<file path="src/design/wpsd_pkg.sv">
// Shared constants, types and control codes of the windowed position stillness detector.
// Every module of the block takes its widths and codes from here; the package depends on nothing.
`default_nettype none

package wpsd_pkg;

  // Window length and coordinate format.
  localparam int WINDOW = 16;
  localparam int CW     = 16;
  localparam int LOG_W  = $clog2(WINDOW);
  localparam int FILL_W = $clog2(WINDOW + 1);
  localparam int ROT_W  = (LOG_W < 1) ? 1 : LOG_W;

  // Per-axis datapath widths. The sum holds WINDOW coordinates, the deviation
  // WINDOW*p - S stays below WINDOW*2^CW in magnitude.
  localparam int SUM_W  = CW + LOG_W;
  localparam int DIFF_W = CW + LOG_W + 1;
  localparam int MAG_W  = CW + LOG_W;
  localparam int SQ_W   = 2 * MAG_W;
  localparam int D_W    = SQ_W + LOG_W;

  // Threshold, scaled threshold and the wide multiply-accumulate.
  localparam int MV_W     = 24;
  localparam int MV_RESET = 400;
  localparam int W3       = WINDOW * WINDOW * WINDOW;
  localparam int T_W      = MV_W + 3 * LOG_W;
  localparam int MUL_W    = (D_W + 1) / 2;
  localparam int OPND_W   = 2 * MUL_W;
  localparam int PROD_W   = 2 * MUL_W;
  localparam int ACC_W    = 2 * D_W + 2;

  // Operand selection for the shared multiplier.
  localparam logic [1:0] OP_X   = 2'd0;
  localparam logic [1:0] OP_Y   = 2'd1;
  localparam logic [1:0] OP_Z   = 2'd2;
  localparam logic [1:0] OP_LIM = 2'd3;

  // Partial products of a split square.
  localparam logic [1:0] PART_LO  = 2'd0;
  localparam logic [1:0] PART_MID = 2'd1;
  localparam logic [1:0] PART_HI  = 2'd2;

  typedef struct packed {
    logic signed [CW-1:0] x;
    logic signed [CW-1:0] y;
    logic signed [CW-1:0] z;
  } point_t;

  typedef struct packed {
    logic push;
    logic evict;
    logic tap_valid;
  } lane_ctrl_t;

  typedef struct packed {
    logic       clear;
    logic       issue;
    logic [1:0] operand;
    logic [1:0] part;
  } mac_ctrl_t;

endpackage

`default_nettype wire

</file>
<file path="src/design/wpsd_lane.sv">
// One axis lane: running sum of the window and the spread D = sum of (WINDOW*p - S)^2.
// Widths and control struct come from wpsd_pkg.
`default_nettype none

module wpsd_lane (
  input  wire                                 clk,
  input  wire                                 rst,
  input  wire wpsd_pkg::lane_ctrl_t           ctrl,
  input  wire signed [wpsd_pkg::CW-1:0]       new_coord,
  input  wire signed [wpsd_pkg::CW-1:0]       oldest,
  output logic [wpsd_pkg::D_W-1:0]            spread
);

  logic signed [wpsd_pkg::SUM_W-1:0]  sum;
  logic signed [wpsd_pkg::SUM_W-1:0]  sum_next;
  logic signed [wpsd_pkg::SUM_W-1:0]  evict_term;
  logic signed [wpsd_pkg::DIFF_W-1:0] tap_ext;
  logic signed [wpsd_pkg::DIFF_W-1:0] sum_ext;
  logic signed [wpsd_pkg::DIFF_W-1:0] scaled;
  logic signed [wpsd_pkg::DIFF_W-1:0] diff;
  logic signed [wpsd_pkg::DIFF_W-1:0] diff_neg;
  logic [wpsd_pkg::MAG_W-1:0]         mag;
  logic [wpsd_pkg::MAG_W-1:0]         mag_next;
  logic                               mag_valid;
  logic [wpsd_pkg::SQ_W-1:0]          sq;
  logic [wpsd_pkg::SQ_W-1:0]          sq_next;
  logic                               sq_valid;

  // The oldest point leaves the sum only once the window is full.
  assign evict_term = ctrl.evict ? wpsd_pkg::SUM_W'(oldest) : wpsd_pkg::SUM_W'(0);
  assign sum_next   = sum + wpsd_pkg::SUM_W'(new_coord) - evict_term;

  assign tap_ext  = wpsd_pkg::DIFF_W'(oldest);
  assign sum_ext  = wpsd_pkg::DIFF_W'(sum);
  assign scaled   = tap_ext * wpsd_pkg::DIFF_W'(wpsd_pkg::WINDOW);
  assign diff     = scaled - sum_ext;
  assign diff_neg = -diff;
  assign mag_next = diff[wpsd_pkg::DIFF_W-1] ? diff_neg[wpsd_pkg::MAG_W-1:0]
                                             : diff[wpsd_pkg::MAG_W-1:0];
  assign sq_next  = wpsd_pkg::SQ_W'(mag) * wpsd_pkg::SQ_W'(mag);

  always_ff @(posedge clk) begin
    if (rst) begin
      sum       <= '0;
      mag_valid <= 1'b0;
      sq_valid  <= 1'b0;
    end else begin
      if (ctrl.push) begin
        sum <= sum_next;
      end
      mag_valid <= ctrl.tap_valid;
      sq_valid  <= mag_valid;
    end
  end

  always_ff @(posedge clk) begin
    mag <= mag_next;
    sq  <= sq_next;
    if (ctrl.push) begin
      spread <= '0;
    end else if (sq_valid) begin
      spread <= spread + wpsd_pkg::D_W'(sq);
    end
  end

endmodule

`default_nettype wire

</file>
<file path="config.mk">
export PLATFORM = sky130hd
export DESIGN_NAME = wpsd_lane
export DESIGN_NICKNAME = d
export VERILOG_FILES = /design/src/design/wpsd_pkg.sv /design/src/design/wpsd_lane.sv
export SDC_FILE = /design/constraint.sdc
export NUM_CORES = 1
export LEC_CHECK = 0
export ABC_AREA = 1
export BUFFER_PORTS_ARGS = -buffer_cell sky130_fd_sc_hd__clkbuf_2
export CAP_MARGIN = 25
export CORE_UTILIZATION = 40
export CTS_CLUSTER_DIAMETER = 40
export DETAILED_ROUTE_END_ITERATION = 8
export PLACE_DENSITY = 0.64
export REMOVE_ABC_BUFFERS = 1
export SLEW_MARGIN = 20
export SYNTH_ARGS = -nofsm -noshare
export SYNTH_HDL_FRONTEND = slang
export SYNTH_SLANG_ARGS = --single-unit
</file>
<file path="constraint.sdc">
create_clock -name clk -period 6.2 [get_ports clk]
set_input_delay 0.93 -clock clk [delete_from_list [all_inputs] [get_ports clk]]
set_output_delay 0.93 -clock clk [all_outputs]
set_load 0.05 [all_outputs]
</file>
==> results.yml <==
status:
  status: "finished clean"
setup_path:
  max_stage_delay_ps: 540
  crit_chain: "buf_4 -> nand2_1 -> fa_1 -> inv_1 -> fa_1 -> inv_1 -> fa_1 -> inv_1 -> fa_1 -> fa_1 -> fa_1 -> fa_1 -> ha_1 -> a21oi_1 -> o21bai_1 -> a21boi_0 -> nor2_1 -> nor2_1 -> nand2_1 -> xor2_1 -> buf_4"
  start_kind: "flip-flop"
  crit_slowest_cell: "fa_1"
  crit_type: "reg -> reg"
  r2r_cells: 21
  cp.required_ps: 6610
  critPathMostFrequentCell: "fa_1"
  critPathMaxFanout: 7
  end_kind: "flip-flop"
  cp.arrival_ps: 6370
sta:
  rsz0062_at_grt: "false"
  clock_skew_ps: 17.7
  clock.fmax_ghz: 0.168
  holdWs_ps: 354
  period_share_pct: 96.2
  setup_viol: 0
  tns_ps: 0
  tightest_slew_ps: 866
  maxSlewViolCount: 0
  max_slew_margin_pct: 42.2
  finalCriticalPeriod_ps: 5970
  hold_violations: 0
clock_tree:
  htree_levels: 4
  cts_tree: "built"
  clk_pin_slew_ps: 70
  clock_latency_ps: 460
  cts_buffer_depth: 2
  clock-sinks: 125
  cts_inserted_buffers: 17
  hold_buffers: 0
  post-cts-setup-buffers: 0
  cts_root_buf: "clkbuf_16"
floorplan:
  initial_core_util_pct: 40.6
  chipWidth_um: 236
  die_area_um2: 55800
  core_um2: 54000
  ios: 81
  rows: 85
  die_h_um: 236
global_routing:
  grt_use_total_pct: 22.7
  grt_max_degree: 69
  grt_pass1_wl_um: 100000
  antenna_found_initial: 7
  grt-ovfl-total: 0
  first_global_vias: 19075
synthesis:
  netlist.area_leader.share_pct: 27.1
  avgSynthCellArea_um2: 7.11
  synth_edf_count: 0
  yosysSeqAreaShare_pct: 11.4
  yosysMostFrequentCell: "inv_1"
  synth_area_um2: 21900
  synthCells: 3087
  yosysTopAreaCell: "fa_1"
  ys_warn_count: 0
  synth_cell_type_count: 41
  synth_common_cells: "inv_1, nand2_1, fa_1"
  yosys_register_bits: 125
  async_reset_ff_share_pct: 0
  synthTopCellsByArea: "fa_1, ha_1, inv_1, nand2_1, dfxtp_1"
  ys.flop_type: "dfxtp_1"
place:
  place_congestion: 0.978
  io_buffers: 80
  placed_area_um2: 23500
  dpl.hpwl_um: 53600
detailed_routing:
  vias: 19182
  ant_nets: 0
  dr.first_iter.drc_count: 1208
  vias_per_cell: 4.92
  routed_wire_length_per_instance_um: 15.9
  routed_wl_um: 62100
  drc: 0
  drt_first_pass_iters: 6
layout:
  final_area_um2: 24300
  nets: 3756
  fillers: 5593
  utilization_pct: 45.0
  drive_gt1_share_pct: 7.62
  syn_to_final_growth_pct: 10.8
job:
  cap_viol_max_count: 0
hold_path:
  min_path_type: "reg -> reg"
  min_delay_path_depth: 0
sequential cells by signal (all words and copies together) (netlist names):
signal     flops
sq_valid       1
spread        44
mag           20
mag_valid      1
sum           20
sq            39
final timing paths:
check,to,start,slack (ps)
worst min-delay path,mag[0]$_DFF_P_,sum[0]$_SDFFE_PP0P_,350
worst min register to register,mag[0]$_DFF_P_,sum[0]$_SDFFE_PP0P_,350
worst max register to register,sq[31]$_DFF_P_,mag[2]$_DFF_P_,230
worst max-delay path,sq[31]$_DFF_P_,mag[2]$_DFF_P_,230
area by class of cell:
cell class / count / area [um2] / share of cell area [%]
multi-input cells: 2165 / 16600 / 68.2
inverters: 734 / 2760 / 11.3
flip-flops and latches: 125 / 2520 / 10.4
repair buffers: 147 / 990 / 4.07
well taps: 696 / 871 / 3.58
clock buffers: 17 / 425 / 1.75
clock inverters: 15 / 168 / 0.690
diodes: 1 / 2.50 / 0.0103
cell usage in the layout (no fill, tap or decap), types with 80 or more instances in the layout:
master / count
fa_1: 297
nand3_1: 115
inv_1: 731
dfxtp_1: 110
nand2_1: 700
nor2_1: 282
a21oi_1: 155
o21ai_0: 111
clkbuf_2: 80
ha_1: 226
worst max-delay path, delay by kind of cell (launching register included):
kind / cells / cell delay [ps]
adder cells (fa/ha/maj): 8 / 3850
AO/OA/AOI/OAI: 3 / 550
buffers and inverters: 5 / 490
flip-flops: 1 / 380
AND/OR/NAND/NOR: 4 / 380
XOR/XNOR: 1 / 260
logic make-up after synthesis:
group / after synthesis / share of synthesized area [%]
AOI/OAI and AO/OA: 350 / 8.79
xor gates and xnor gates: 98 / 3.91
and+or+nand+nor: 1188 / 21.9
adders and majority gates: 529 / 40.3
buffers and inverters: 797 / 13.7
DFF: 125 / 11.4
what timing repair did:
action / 4_1_cts / 5_1_grt
resized for setup: 1 / 47
pin swaps: 0 / 3
setup endpoints to repair: 2 / 24
metrics by stage:
stage	instances	setup slack, ps
2_1_floorplan	3024	293
3_3_place_gp	3867	81.6
3_5_place_dp	3867	-11.2
4_1_cts	3899	19.1
5_1_grt	3899	0.0102
6_report	3900	234
per-layer routing:
layer / vias to the layer above / GRT usage (%) / routed length (um)
li1: 9600 / - / -
met3: 80 / 3.58 / 3580
met5: - / 0 / 10
met1: 9018 / 30.7 / 28400
met2: 482 / 37.5 / 28600
met4: 2 / 6.18 / 1480
Power is left out: the tool's default activity adds up to more than one toggle a clock period on the data nets, which glitch-free logic cannot reach.
