[config.mk]
export PLATFORM = sky130hd
export DESIGN_NAME = wpsd_cell
export DESIGN_NICKNAME = d
export VERILOG_FILES = /design/src/design/wpsd_pkg.sv /design/src/design/wpsd_cell.sv
export SDC_FILE = /design/constraint.sdc
export NUM_CORES = 1
export LEC_CHECK = 0
export BUFFER_PORTS_ARGS = -buffer_cell sky130_fd_sc_hd__buf_4
export CAP_MARGIN = 40
export CORE_AREA = 2 2 64 66
export CTS_CLUSTER_SIZE = 24
export DETAILED_ROUTE_END_ITERATION = 16
export DIE_AREA = 0 0 66 68
export PLACE_DENSITY = 0.74
export SYNTH_ARGS = -nofsm -noshare
export SYNTH_HDL_FRONTEND = slang
export SYNTH_SLANG_ARGS = --single-unit
[constraint.sdc]
create_clock -name clk -period 0.8 [get_ports clk]
set_input_delay 0.12 -clock clk [delete_from_list [all_inputs] [get_ports clk]]
set_output_delay 0.12 -clock clk [all_outputs]
set_load 0.02 [all_outputs]
[src/design/wpsd_pkg.sv]
// Shared constants, types and control codes of the windowed position stillness detector.
// Every module of the block takes its widths and codes from here; the package depends on nothing.
`default_nettype none

package wpsd_pkg;

  // Window length and coordinate format.
  localparam int WINDOW = 16;
  localparam int CW     = 16;
  localparam int LOG_W  = $clog2(WINDOW);
  localparam int FILL_W = $clog2(WINDOW + 1);
  localparam int ROT_W  = (LOG_W < 1) ? 1 : LOG_W;

  // Per-axis datapath widths. The sum holds WINDOW coordinates, the deviation
  // WINDOW*p - S stays below WINDOW*2^CW in magnitude.
  localparam int SUM_W  = CW + LOG_W;
  localparam int DIFF_W = CW + LOG_W + 1;
  localparam int MAG_W  = CW + LOG_W;
  localparam int SQ_W   = 2 * MAG_W;
  localparam int D_W    = SQ_W + LOG_W;

  // Threshold, scaled threshold and the wide multiply-accumulate.
  localparam int MV_W     = 24;
  localparam int MV_RESET = 400;
  localparam int W3       = WINDOW * WINDOW * WINDOW;
  localparam int T_W      = MV_W + 3 * LOG_W;
  localparam int MUL_W    = (D_W + 1) / 2;
  localparam int OPND_W   = 2 * MUL_W;
  localparam int PROD_W   = 2 * MUL_W;
  localparam int ACC_W    = 2 * D_W + 2;

  // Operand selection for the shared multiplier.
  localparam logic [1:0] OP_X   = 2'd0;
  localparam logic [1:0] OP_Y   = 2'd1;
  localparam logic [1:0] OP_Z   = 2'd2;
  localparam logic [1:0] OP_LIM = 2'd3;

  // Partial products of a split square.
  localparam logic [1:0] PART_LO  = 2'd0;
  localparam logic [1:0] PART_MID = 2'd1;
  localparam logic [1:0] PART_HI  = 2'd2;

  typedef struct packed {
    logic signed [CW-1:0] x;
    logic signed [CW-1:0] y;
    logic signed [CW-1:0] z;
  } point_t;

  typedef struct packed {
    logic push;
    logic evict;
    logic tap_valid;
  } lane_ctrl_t;

  typedef struct packed {
    logic       clear;
    logic       issue;
    logic [1:0] operand;
    logic [1:0] part;
  } mac_ctrl_t;

endpackage

`default_nettype wire

[src/design/wpsd_cell.sv]
// One cell of the point window chain: holds a single 3D point.
// Uses point_t from wpsd_pkg.
`default_nettype none

module wpsd_cell (
  input  wire                      clk,
  input  wire                      shift,
  input  wire wpsd_pkg::point_t    d_in,
  output wpsd_pkg::point_t         q
);

  wpsd_pkg::point_t pt;

  always_ff @(posedge clk) begin
    if (shift) begin
      pt <= d_in;
    end
  end

  assign q = pt;

endmodule

`default_nettype wire

==> metrics, run 1 <==
unrepaired setup endpoints after global routing=true; H-tree levels=2; Unique masters post-synth=1; largest net degree at the start of global routing=25; Detailed Routing Iterations Pass 1=3; flops & latches, synth=48; Min-Delay Path Depth=1; max reg flops=48; Area contributors post-synth=edfxtp_1 100%; antenna violations before repair=0; Final Hold Fails=0; CTS tree=yes; Final setup viols=48; CP delay by family, top=flip-flops; Area Overhead vs Synth=101%; NumNets Final=240; CP cell instances=buf_6; mux share of post-synthesis cell area=0%; Fill cells=between 200 and 250; Detailed Route WL=approximately 3400 microns; I/O Pins=98; Final ANT Viol Nets=0; Slew headroom=~90%; Min-Delay Startpoint=d_in[39]; failing checks=negative setup slack; GRT Resource Usage Total=~14%; outcome=finished with violations; Slowest cell on crit path=edfxtp_1; final worst path period share=122%; grt total ovfl=0; Util after Layout=75.0%; Worst Hold End=q[39]; Mapped Nets=98; Avg WL per Cell=between 10 and 15 microns; Via Count=approximately 1000; Mapped Cells=48; Final min period=between 0.9 and 1 ns; final setup TNS=-6.69 ns; crit-path max FO=1; share of post-route cells with drive strength above 1=54.5%; yosys warns=0; area share of the largest cell type after synthesis=between 90% and 100%; vias in the first global route=between 900 and 1000; initial DRC count=between 60 and 70; cts bufs inserted=5; core area=3860 sq um; PD cells=~1900 nW/um^2; first-pass GRT wire length=about 4400 microns; residual DRC count=0; Longest Clk Path Bufs=2; Avg Cell Area, Syn=30.0 sq um; simple logic cell fraction of the synthesized area=0%; Worst EP arrival=between 0.8 and 0.9 ns; PortBufs=between 90 and 100; area of the multi-input gates=0 sq um; CP peak stage delay=0.42 ns; CP required=roughly 0.68 ns; kind of critical path=flip-flop to primary output; DIE AREA=4490 sq um; width of the die=66 microns; setup ws final=-0.178 ns; CP Buf/Inv Count=1; Root Buffer Master=clkbuf_8; LEAKAGE=between 1 and 1.5 nW; CTS clk-pin slew, worst paths=~0.070 ns; Pins Over Slew Limit=0; sequential area share after synthesis=100%; gpl congestion=between 0.6 and 0.7; Post-Synth Adder-Cell Area=0%; Least-Margin Pin Slew=0.130 ns; Startpoint Class=flip-flop; Max Cap Viol=0; CTS sink cnt=48; Diodes inserted=0; Max Fclk=~1.0 GHz; num rows=23; Post-Syn Area=around 1400 sq um; Post-Synth XOR/XNOR Area=0%; Initial Utilization=a little under two fifths; multi-input gate count=0; Setup Fix Bufs, Post-CTS=0; area leader, netlist=edfxtp_1; crit path capture type=primary output; post-synthesis compound-gate area fraction=0%; hold crit path type=input port to flip-flop; Die Y=around 68 microns; Peak VDD IR=1.45 mV; Vias per Instance=4.21
[kinds of logic after synthesis]
family  after synthesis
DFF                  48
[through the flow]
stage               hold slack (ns)  std cells  setup slack [ns]  area (sq um)  power [W]
finish                      0.00976        241            -0.178          2890    0.00542
global route               -0.00113        241            -0.209          2890    0.00565
CTS                        0.000199        232            -0.177          2780    0.00541
detailed placement            0.299        197            0.0725          2270    0.00390
global placement              0.298        197            0.0825          2270    0.00387
floorplan                     0.219         48             0.231          1440    0.00336
[per-layer routing]
layer	track usage (%)	routed length, microns	up-vias
met4	8.42	70	0
met3	4.61	312	7
met2	26.4	1910	62
li1	-	-	478
met1	13.8	1130	467
met5	0	0	-
[Yosys cell counts, drive strengths merged]
cell type / count
edfxtp: 48
[timing repair]
| item | 4_1_cts | 5_1_grt |
|---|---|---|
| hold buffers | 27 | 9 |
| endpoints found under the hold margin | 27 | 9 |
| gates resized for setup | 42 | 6 |
| cloned | 0 | 0 |
| endpoints found under the setup margin | 48 | 48 |
[power by group]
part | switching [W] | internal (W) | leakage (nW) | total (W)
combinational | 0.000429 | 0.000625 | 0.695 | 0.00105
clock | 0.000679 | 0.000608 | 0.0399 | 0.00129
sequential | 0.0000914 | 0.00299 | 0.470 | 0.00308
[layout make-up]
type / instances / area, sq um / area share [%]
Sequential cell: 48 / 1440 / 49.8
Timing Repair Buffer: 135 / 1310 / 45.2
Clock buffer: 7 / 76.3 / 2.64
Tap cell: 50 / 62.6 / 2.16
Clock inverter: 1 / 3.75 / 0.130
[worst max path at each step]
stage | cells after the start | slack [ns] | endpoint | from
after global placement | 2 | 0.08 | q[19] | shift
after global routing | 1 | -0.21 | q[38] | q[38]
after detailed placement | 2 | 0.07 | q[6] | shift
final | 1 | -0.18 | q[12] | q[12]
after floorplan | 0 | 0.23 | q[0] | q[0]
after CTS | 1 | -0.18 | q[13] | q[13]
[cell usage in the layout, fill, tap and decap left out]
cell,netlist,final
buf_6,0,48
edfxtp_1,48,48
clkinv_1,0,1
buf_12,0,2
clkbuf_8,0,5
clkbuf_1,0,2
buf_4,0,49
dlygate4sd3_1,0,36
Power figures use the tool's default switching activity.
==> run 2: changes to the inputs <==
- CORE_AREA: 2 2 64 66 -> 2 2 74 76
- DIE_AREA: 0 0 66 68 -> 0 0 76 78
- PLACE_DENSITY: 0.74 -> not set
==> run 2 against run 1 <==
Net effect: the run still ends with negative setup slack left; clock-buffer cell count shrank 2; non-clock buffer count grew 11; core utilization shrank 15 points; routed wire length grew 0.88%; global-route usage shrank 2.2 points; flip-flop and latch count is the same; maximum frequency is essentially flat; sequential share of layout area shrank 2.6 points; combinational power grew 4%; via count grew 2.3%; hold slack gained 0.0060 ns.
==> metrics, run 2 (synthesis results as in run 1) <==
Slowest cell on crit path=edfxtp_1 (unchanged); Peak VDD IR=1.21 mV (was 1.45 mV); Detailed Route WL=3450 microns (was 3420 microns); CTS clk-pin slew, worst paths=0.09 ns (was 0.07 ns); Pins Over Slew Limit=0 (unchanged); LEAKAGE=1.26 nW (was 1.20 nW); grt total ovfl=0 (unchanged); initial DRC count=12 (was 67); Via Count=1037 (was 1014); final worst path period share=122% (about the same); Longest Clk Path Bufs=2 (unchanged); Setup Fix Bufs, Post-CTS=0 (unchanged); gpl congestion=0.610 (was 0.624); final hold slack=0.0157 ns (was 0.00976 ns); Final min period=0.978 ns (about the same); Worst EP arrival=0.86 ns (about the same); outcome=finished with violations (unchanged); setup ws final=-0.178 ns (about the same); Avg WL per Cell=12.7 microns (was 14.2 microns); Die Y=78 microns (was 68 microns); Vias per Instance=3.81 (was 4.21); residual DRC count=0 (unchanged); placed instance count=217 (was 197); Non-Filler Instances=272 (was 241); Max Fclk=1.02 GHz (about the same); H-tree levels=2 (unchanged); GRT Resource Usage Total=12.1% (was 14.2%); Area Overhead vs Synth=112% (was 101%); DIE AREA=5930 sq um (was 4490 sq um); final setup TNS=-6.76 ns (was -6.69 ns); Max Cap Viol=0 (unchanged); total power=0.00581 W (was 0.00542 W); crit-path max FO=1 (unchanged); CP required=0.68 ns (about the same); Least-Margin Pin Slew=0.140 ns (was 0.130 ns); failing checks=negative setup slack (unchanged); Diodes inserted=0 (unchanged); width of the die=76 microns (was 66 microns); CP Buf/Inv Count=1 (unchanged); CP peak stage delay=0.41 ns (was 0.42 ns); most common cell after layout, fill and taps aside=buf_4 (unchanged); PD cells=1910 nW/um^2 (was 1870 nW/um^2); NumNets Final=251 (was 240); Initial Utilization=28.6% (was 37.4%); first-pass GRT wire length=5360 microns (was 4400 microns); I/O Pins=98 (unchanged); Slew headroom=90.7% (was 91.3%); Detailed Routing Iterations Pass 1=3 (unchanged); Final Hold Fails=0 (unchanged); area of the multi-input gates=0 sq um (unchanged); Startpoint Class=flip-flop (unchanged); max reg flops=48 (unchanged); most frequent cells in the layout=50 x buf_4, 48 x edfxtp_1, 47 x dlygate4sd3_1, 47 x buf_6, 5 x clkbuf_8 (was 49 x buf_4, 48 x buf_6, 48 x edfxtp_1); Final ANT Viol Nets=0 (unchanged); crit path capture type=primary output (unchanged); CTS tree=yes (unchanged); Fill cells=362 (was 215); Final setup viols=48 (unchanged); antenna violations before repair=0 (unchanged); largest net degree at the start of global routing=26 (was 25); hold crit path type=input port to flip-flop (unchanged); share of post-route cells with drive strength above 1=52.0% (was 54.5%); vias in the first global route=1114 (was 988); CP cell instances=buf_6 (unchanged); num rows=26 (was 23); core area=5040 sq um (was 3860 sq um); Root Buffer Master=clkbuf_8 (unchanged); cts bufs inserted=5 (unchanged); multi-input gate count=0 (unchanged); unrepaired setup endpoints after global routing=true (unchanged); CTS sink cnt=48 (unchanged); CP delay by family, top=flip-flops (unchanged); PortBufs=97 (unchanged); kind of critical path=flip-flop to primary output (unchanged)
run 2: repair_timing:
action	CTS	global route
endpoints found under the setup margin	48	48
gates resized for setup	41	6
hold buffers	46	1
hold endpoints to repair	46	1
run 2: routing by layer:
layer | track usage, % | routed length (microns) | share of wire [%] | vias up
met5 | 0 | 0 | 0 | -
met2 | 22.5 | 1950 | 57 | 58
met1 | 12.0 | 1180 | 34 | 477
met3 | 5.00 | 283 | 8.2 | 4
li1 | - | - | - | 498
met4 | 4.36 | 36 | 1.0 | 0
run 2: final timing paths:
kind	startpoint	endpoint	slack (ns)	cells past startpoint
worst max-delay path	q[23]	q[23]	-0.18	1
worst min-delay path	d_in[10]	q[10]	0.02	1
run 2: power by group:
group | switching (W) | internal, W | leakage (nW)
Sequential | 0.0000882 | 0.00299 | 0.470
Clock | 0.000735 | 0.000910 | 0.0532
Combinational | 0.000434 | 0.000657 | 0.740
run 2: stage by stage:
stage,instance area (sq um),util (%),setup WS [ns]
floorplan,1440,-,0.231
global placement,2300,45.6,0.0840
detailed placement,2300,45.6,0.0667
CTS,3020,59.9,-0.186
global route,3050,60.5,-0.213
finish,3050,60.5,-0.178
run 2: area by class of cell:
| cell class | count | area, sq um | area share [%] |
|---|---|---|---|
| Sequential cell | 48 | 1440 | 47.3 |
| Timing Repair Buffer | 146 | 1420 | 46.4 |
| Tap cell | 70 | 87.6 | 2.87 |
| Clock buffer | 5 | 68.8 | 2.26 |
| Clock inverter | 3 | 37.5 | 1.23 |
