--- config.mk ---
export PLATFORM = sky130hd
export DESIGN_NAME = wpsd_mac
export DESIGN_NICKNAME = d
export VERILOG_FILES = /design/src/design/wpsd_pkg.sv /design/src/design/wpsd_mac.sv
export SDC_FILE = /design/constraint.sdc
export NUM_CORES = 2
export LEC_CHECK = 0
export ABC_AREA = 0
export BUFFER_PORTS_ARGS = -buffer_cell sky130_fd_sc_hd__buf_2
export CAP_MARGIN = 10
export CORE_UTILIZATION = 50
export CTS_CLUSTER_SIZE = 40
export DETAILED_ROUTE_END_ITERATION = 12
export GPL_TIMING_DRIVEN = 0
export PLACE_DENSITY = 0.65
export SYNTH_ARGS = -nofsm -noshare
export SYNTH_HDL_FRONTEND = slang
export SYNTH_SLANG_ARGS = --single-unit
--- constraint.sdc ---
create_clock -name clk -period 10.8 [get_ports clk]
set_input_delay 1.08 -clock clk [delete_from_list [all_inputs] [get_ports clk]]
set_output_delay 1.08 -clock clk [all_outputs]
set_load 0.01 [all_outputs]
--- src/design/wpsd_pkg.sv ---
// Shared constants, types and control codes of the windowed position stillness detector.
// Every module of the block takes its widths and codes from here; the package depends on nothing.
`default_nettype none

package wpsd_pkg;

  // Window length and coordinate format.
  localparam int WINDOW = 16;
  localparam int CW     = 16;
  localparam int LOG_W  = $clog2(WINDOW);
  localparam int FILL_W = $clog2(WINDOW + 1);
  localparam int ROT_W  = (LOG_W < 1) ? 1 : LOG_W;

  // Per-axis datapath widths. The sum holds WINDOW coordinates, the deviation
  // WINDOW*p - S stays below WINDOW*2^CW in magnitude.
  localparam int SUM_W  = CW + LOG_W;
  localparam int DIFF_W = CW + LOG_W + 1;
  localparam int MAG_W  = CW + LOG_W;
  localparam int SQ_W   = 2 * MAG_W;
  localparam int D_W    = SQ_W + LOG_W;

  // Threshold, scaled threshold and the wide multiply-accumulate.
  localparam int MV_W     = 24;
  localparam int MV_RESET = 400;
  localparam int W3       = WINDOW * WINDOW * WINDOW;
  localparam int T_W      = MV_W + 3 * LOG_W;
  localparam int MUL_W    = (D_W + 1) / 2;
  localparam int OPND_W   = 2 * MUL_W;
  localparam int PROD_W   = 2 * MUL_W;
  localparam int ACC_W    = 2 * D_W + 2;

  // Operand selection for the shared multiplier.
  localparam logic [1:0] OP_X   = 2'd0;
  localparam logic [1:0] OP_Y   = 2'd1;
  localparam logic [1:0] OP_Z   = 2'd2;
  localparam logic [1:0] OP_LIM = 2'd3;

  // Partial products of a split square.
  localparam logic [1:0] PART_LO  = 2'd0;
  localparam logic [1:0] PART_MID = 2'd1;
  localparam logic [1:0] PART_HI  = 2'd2;

  typedef struct packed {
    logic signed [CW-1:0] x;
    logic signed [CW-1:0] y;
    logic signed [CW-1:0] z;
  } point_t;

  typedef struct packed {
    logic push;
    logic evict;
    logic tap_valid;
  } lane_ctrl_t;

  typedef struct packed {
    logic       clear;
    logic       issue;
    logic [1:0] operand;
    logic [1:0] part;
  } mac_ctrl_t;

endpackage

`default_nettype wire

--- src/design/wpsd_mac.sv ---
// Shared split multiplier that squares the three spreads and the scaled threshold,
// accumulates both sides and compares them. Widths and codes come from wpsd_pkg.
`default_nettype none

module wpsd_mac (
  input  wire                         clk,
  input  wire                         rst,
  input  wire wpsd_pkg::mac_ctrl_t    ctrl,
  input  wire [wpsd_pkg::MV_W-1:0]    threshold,
  input  wire [wpsd_pkg::D_W-1:0]     d_x,
  input  wire [wpsd_pkg::D_W-1:0]     d_y,
  input  wire [wpsd_pkg::D_W-1:0]     d_z,
  output logic                        below
);

  logic [wpsd_pkg::T_W-1:0]    t_scaled;
  logic [wpsd_pkg::OPND_W-1:0] opnd;
  logic [wpsd_pkg::MUL_W-1:0]  opnd_lo;
  logic [wpsd_pkg::MUL_W-1:0]  opnd_hi;
  logic [wpsd_pkg::MUL_W-1:0]  fa;
  logic [wpsd_pkg::MUL_W-1:0]  fb;
  logic [wpsd_pkg::PROD_W-1:0] prod;
  logic                        prod_valid;
  logic                        prod_lim;
  logic [1:0]                  prod_part;
  logic [wpsd_pkg::ACC_W-1:0]  prod_ext;
  logic [wpsd_pkg::ACC_W-1:0]  shifted;
  logic [wpsd_pkg::ACC_W-1:0]  tot_acc;
  logic [wpsd_pkg::ACC_W-1:0]  lim_acc;

  always_comb begin
    case (ctrl.operand)
      wpsd_pkg::OP_X:   opnd = wpsd_pkg::OPND_W'(d_x);
      wpsd_pkg::OP_Y:   opnd = wpsd_pkg::OPND_W'(d_y);
      wpsd_pkg::OP_Z:   opnd = wpsd_pkg::OPND_W'(d_z);
      wpsd_pkg::OP_LIM: opnd = wpsd_pkg::OPND_W'(t_scaled);
      default:          opnd = '0;
    endcase
  end

  assign opnd_lo = opnd[wpsd_pkg::MUL_W-1:0];
  assign opnd_hi = opnd[wpsd_pkg::OPND_W-1:wpsd_pkg::MUL_W];

  // A^2 = hi^2 << 2M + (hi*lo) << (M+1) + lo^2, one partial product per step.
  always_comb begin
    case (ctrl.part)
      wpsd_pkg::PART_LO: begin
        fa = opnd_lo;
        fb = opnd_lo;
      end
      wpsd_pkg::PART_MID: begin
        fa = opnd_hi;
        fb = opnd_lo;
      end
      wpsd_pkg::PART_HI: begin
        fa = opnd_hi;
        fb = opnd_hi;
      end
      default: begin
        fa = '0;
        fb = '0;
      end
    endcase
  end

  assign prod_ext = wpsd_pkg::ACC_W'(prod);

  always_comb begin
    case (prod_part)
      wpsd_pkg::PART_LO:  shifted = prod_ext;
      wpsd_pkg::PART_MID: shifted = prod_ext << (wpsd_pkg::MUL_W + 1);
      wpsd_pkg::PART_HI:  shifted = prod_ext << (2 * wpsd_pkg::MUL_W);
      default:            shifted = '0;
    endcase
  end

  always_ff @(posedge clk) begin
    if (rst) begin
      prod_valid <= 1'b0;
    end else begin
      prod_valid <= ctrl.issue && !ctrl.clear;
    end
  end

  always_ff @(posedge clk) begin
    prod      <= wpsd_pkg::PROD_W'(fa) * wpsd_pkg::PROD_W'(fb);
    prod_part <= ctrl.part;
    prod_lim  <= (ctrl.operand == wpsd_pkg::OP_LIM);
    if (ctrl.clear) begin
      t_scaled <= wpsd_pkg::T_W'(threshold) * wpsd_pkg::T_W'(wpsd_pkg::W3);
      tot_acc  <= '0;
      lim_acc  <= '0;
    end else if (prod_valid) begin
      if (prod_lim) begin
        lim_acc <= lim_acc + shifted;
      end else begin
        tot_acc <= tot_acc + shifted;
      end
    end
  end

  assign below = (tot_acc < lim_acc);

endmodule

`default_nettype wire

==> summary by stage <==
Outcome
The flow ran to the end, and the final reports show no timing, DRC or antenna violations.

STA
The setup TNS after final layout is 0 ns. Timing would allow up to between 90 and 100 MHz. In the finished design, the share of the clock period the worst path needs comes to roughly 96%.

Setup violations remaining at the end of the flow were counted as 0. The worst-margin pin slew is roughly 1.4 ns. The count of final max-slew check failures is 0.

On the final layout, the worst clock skew is 0.02192 ns. The worst path meets setup with between 0.4 and 0.5 ns of slack. The minimum hold slack is 0.4811 ns. The worst-case headroom to the max-slew limit is ~5.6%.

The count of endpoints failing hold in the final timing report is 0. The routed design could run at a clock period as short as 10.37 ns. Setup repair after global routing left no endpoint under its margin.

CTS
The H-tree generated during clock tree synthesis spans 2 levels. The TritonCTS buffer count is 35. The root buffer cell is sky130_fd_sc_hd__clkbuf_16.

TritonCTS built the clock tree. The clock reaches the later pin of the worst-skew pair after ~0.58 ns. The clock passes through at most 3 buffers.

The clock-pin transition on the worst setup and hold timing paths is 0.06 ns. The CTS sink count is ~250. After clock tree synthesis, the setup repair step added 0 buffers. The quantity of hold-fixing buffers added after cts is 0.

Yosys
The count of flip-flops with a built-in enable after synthesis is 24. The largest area contributor in the synthesized netlist is sky130_fd_sc_hd__fa_1. The net count of the mapped netlist is just under 6,000. After synthesis the cells add up to approximately 39,000 sq um. The compound-cell area share of the yosys netlist is a little under a fifth. After Yosys synthesis, XOR and XNOR cells account for under 10% of the synthesized area. The number of distinct library cell variants in the gate-level netlist after synthesis is 81. The portion of the post-synthesis area used by sequential elements is 13.66%. After synthesis, the largest family of logic cells by area is adder cells. Summing the areas of all fa, ha and maj instances in the mapped netlist gives 34.50% of the synthesized area. Of the post-synthesis cell area, the part taken by muxes is around 2.6%. The synthesized design contains between 200 and 300 register bits. Of the post-synthesis cell area, the dominant cell type holds roughly a fifth. During synthesis, Yosys emitted a total of 0 warnings.

Sorting the synthesized cells by area gives the leading types as sky130_fd_sc_hd__fa_1 (21%), sky130_fd_sc_hd__ha_1 (14%), sky130_fd_sc_hd__dfxtp_1 (12%), sky130_fd_sc_hd__nand2_1 (6.7%), sky130_fd_sc_hd__inv_1 (5.9%). The synthesized-area fraction occupied by and/or/nand/nor cells is between 15 and 20%. After synthesis, the most frequently instantiated cells are sky130_fd_sc_hd__nand2_1 (690), sky130_fd_sc_hd__inv_1 (605), sky130_fd_sc_hd__ha_1 (428). For this run, the leading register cell type out of synthesis is sky130_fd_sc_hd__dfxtp_1. The cell with the most instances after synthesis is sky130_fd_sc_hd__nand2_1.

The cell count after synthesis is 4,841. The mean cell area of the mapped netlist is roughly 8.0 sq um. Counting flops with an async set or reset pin after synthesis yields a share of 0%.

Global routing
The number of antenna violations at the first check in global routing is 2. The pin count of the biggest net entering global routing is 27. Summed over all layers, the global routing overflow is 0. The via count of the first global-routing pass was 35,470. The wire length of the first global-routing pass is about 210,000 um. In the global route stage, overall resource usage came out at a little over a third.

Setup path
The startpoint of the worst setup timing path is ctrl[3]. The start of the worst register-to-register path is t_scaled[33]. The most numerous cell on the critical path is sky130_fd_sc_hd__fa_1. The worst path arrival time is 10.83 ns.

The cell with the biggest individual delay on the critical path is sky130_fd_sc_hd__a22oi_2. The largest single stage delay on the critical path is slightly below 0.7 ns. STA puts the critical path data required time at 11.26 ns. The worst register-to-register path ends at prod[42]. The worst reg-to-reg path cell count is 27. STA classifies the critical path endpoint as a flop.

The worst reg-to-reg setup slack is between 1.5 and 2 ns. The critical path launch point type is an input pin. The critical path is of the input pin to flop type. Along the worst path, the maximum fanout reaches 10.

Floorplanning
The floorplan die height is 280.1 um. Measured along the x axis, the die boundary spans 280.1 um. The core region is 76,200 sq um. The count of pins on the block boundary is 165. The floorplan step defined a die boundary enclosing just under 80,000 sq um.

After floorplanning, the core was divided into between 100 and 150 placement rows. For this configuration, the core starts out at a cell density of 50.76%.

Route
In the routed design, unresolved DRC markers number 0. The detailed router placed approximately 36,000 vias in this run. The iteration count of the initial detailed-routing pass is 5. The number of design-rule violations left by the first detailed-router iteration is approximately 3,200.

Dividing the detail-routed via count by the number of cells gives about 5.9. The average wire length per cell after detail routing is approximately 23 um. Summed over all layers, the routed wires come to 138,100 um.

The count of nets left with antenna violations once routing finished came out at 0.

Cells and area
After filler insertion, the fill cell instance count of the layout stands at about 7,400. The post-synthesis to final-layout area growth is 8.825%. For this run, the post-layout net count is 6,035. After routing the design area is between 40,000 and 50,000 sq um. The utilization after layout is 55.24%. The ratio of cells with drive above 1 in the final layout is roughly 6.4%. The non-filler instance count after layout is roughly 6,100.

Placed design
Detailed placement finished with a half-perimeter wire length of about 120,000 um. The quantity of I/O buffers inserted on ports is between 150 and 200. The placement-stage worst setup slack is -0.9595 ns. The standard cell area after detailed placement is around 41,000 sq um.

The weighted congestion reported at the end of routability-driven placement is roughly 1.0. Including well taps, the total number of placed cells is approximately 6,000.

Power
Power comes to about 6.6 mW. The worst supply voltage drop on vdd is 0.1293 mV. The power per unit of standard cell area is 155.9 nW/um^2. For this design the static power due to leakage is approximately 20 nW.

Worst hold path
The critical hold path startpoint is lim_acc[51]. The worst hold path class is flop to flop. The destination of the worst hold path is lim_acc[51]. The cell depth of the worst hold path is 2.

Flow run
Across the run, the number of max-cap violations was 0.
## state kept, by name (all words and copies together) (netlist names)
signal,count
lim_acc,90
prod,44
prod_lim,1
prod_part,2
prod_valid,1
t_scaled,24
tot_acc,90
## repair_timing
item                       in CTS  in global routing
cloned                          0                  0
setup endpoints to repair       4                  8
resized for setup               4                 20
## power by group
group          switching [mW]  internal (mW)
Combinational            2.50           1.53
Clock                   0.501          0.759
Sequential              0.201           1.07
## area by class of cell
| class | count | area (sq um) | area share, % |
|---|---|---|---|
| multi-input combinational | 3761 | 30320 | 72.03 |
| sequential | 252 | 5285 | 12.56 |
| inverter | 605 | 2271 | 5.395 |
| tap | 1030 | 1289 | 3.062 |
| clock buffer | 48 | 1017 | 2.417 |
| buffer | 223 | 865.8 | 2.057 |
| timing repair buffer | 166 | 849.6 | 2.018 |
| clock inverter | 12 | 190.2 | 0.4518 |
| antenna | 2 | 5.005 | 0.01189 |
## cells by family after synthesis
family	Yosys count
AO/OA/AOI/OAI	1124
adder cells (fa/ha/maj)	827
XOR/XNOR	199
multiplexers	69
flip-flops	252
buffers and inverters	828
AND/OR/NAND/NOR	1542
## metal layers
layer / vias to the layer above / global-route usage [%] / share of wire [%]
li1: 16730 / - / -
met1: 17120 / 45.22 / 41
met2: 1589 / 56.84 / 45
met3: 388 / 5.996 / 7.9
met4: 0 / 19.38 / 6.2
met5: - / 0 / 0
## worst max path at each step
| stage | endpoint | slack [ns] | depth (start not counted) |
|---|---|---|---|
| finish | prod[42] | 0.43 | 30 |
| global route | prod[42] | 0.005 | 33 |
| CTS | prod[42] | 0.05 | 33 |
| detailed placement | prod[42] | -0.96 | 33 |
| global placement | prod[43] | -2.14 | 30 |
| floorplan | prod[42] | 1.60 | 33 |
## critical path: cells and delay by family
family / cells / cell delay (ns)
compound gates: 9 / 2.85
fa+ha+maj: 8 / 3.99
buf+inv: 8 / 2.02
mux: 1 / 0.21
simple gates: 4 / 0.62
## placed cells by master (no fill, tap or decap), drive strengths merged, types with 48 or more instances in the layout
cell type  netlist  final
o21ai          209    209
ha             428    428
xor2            71     71
a21oi          403    403
inv            605    609
nor2b           56     56
and2            93     93
nand2b          65     65
nand4           81     81
a22o           115    115
clkbuf         186    238
xnor2          128    128
buf             37    199
dfxtp          228    228
nand3           48     48
nor2           350    350
nor3            63     63
a21o           114    114
nand2          690    690
fa             399    399
Note: power is estimated with default switching activity, not from simulation.
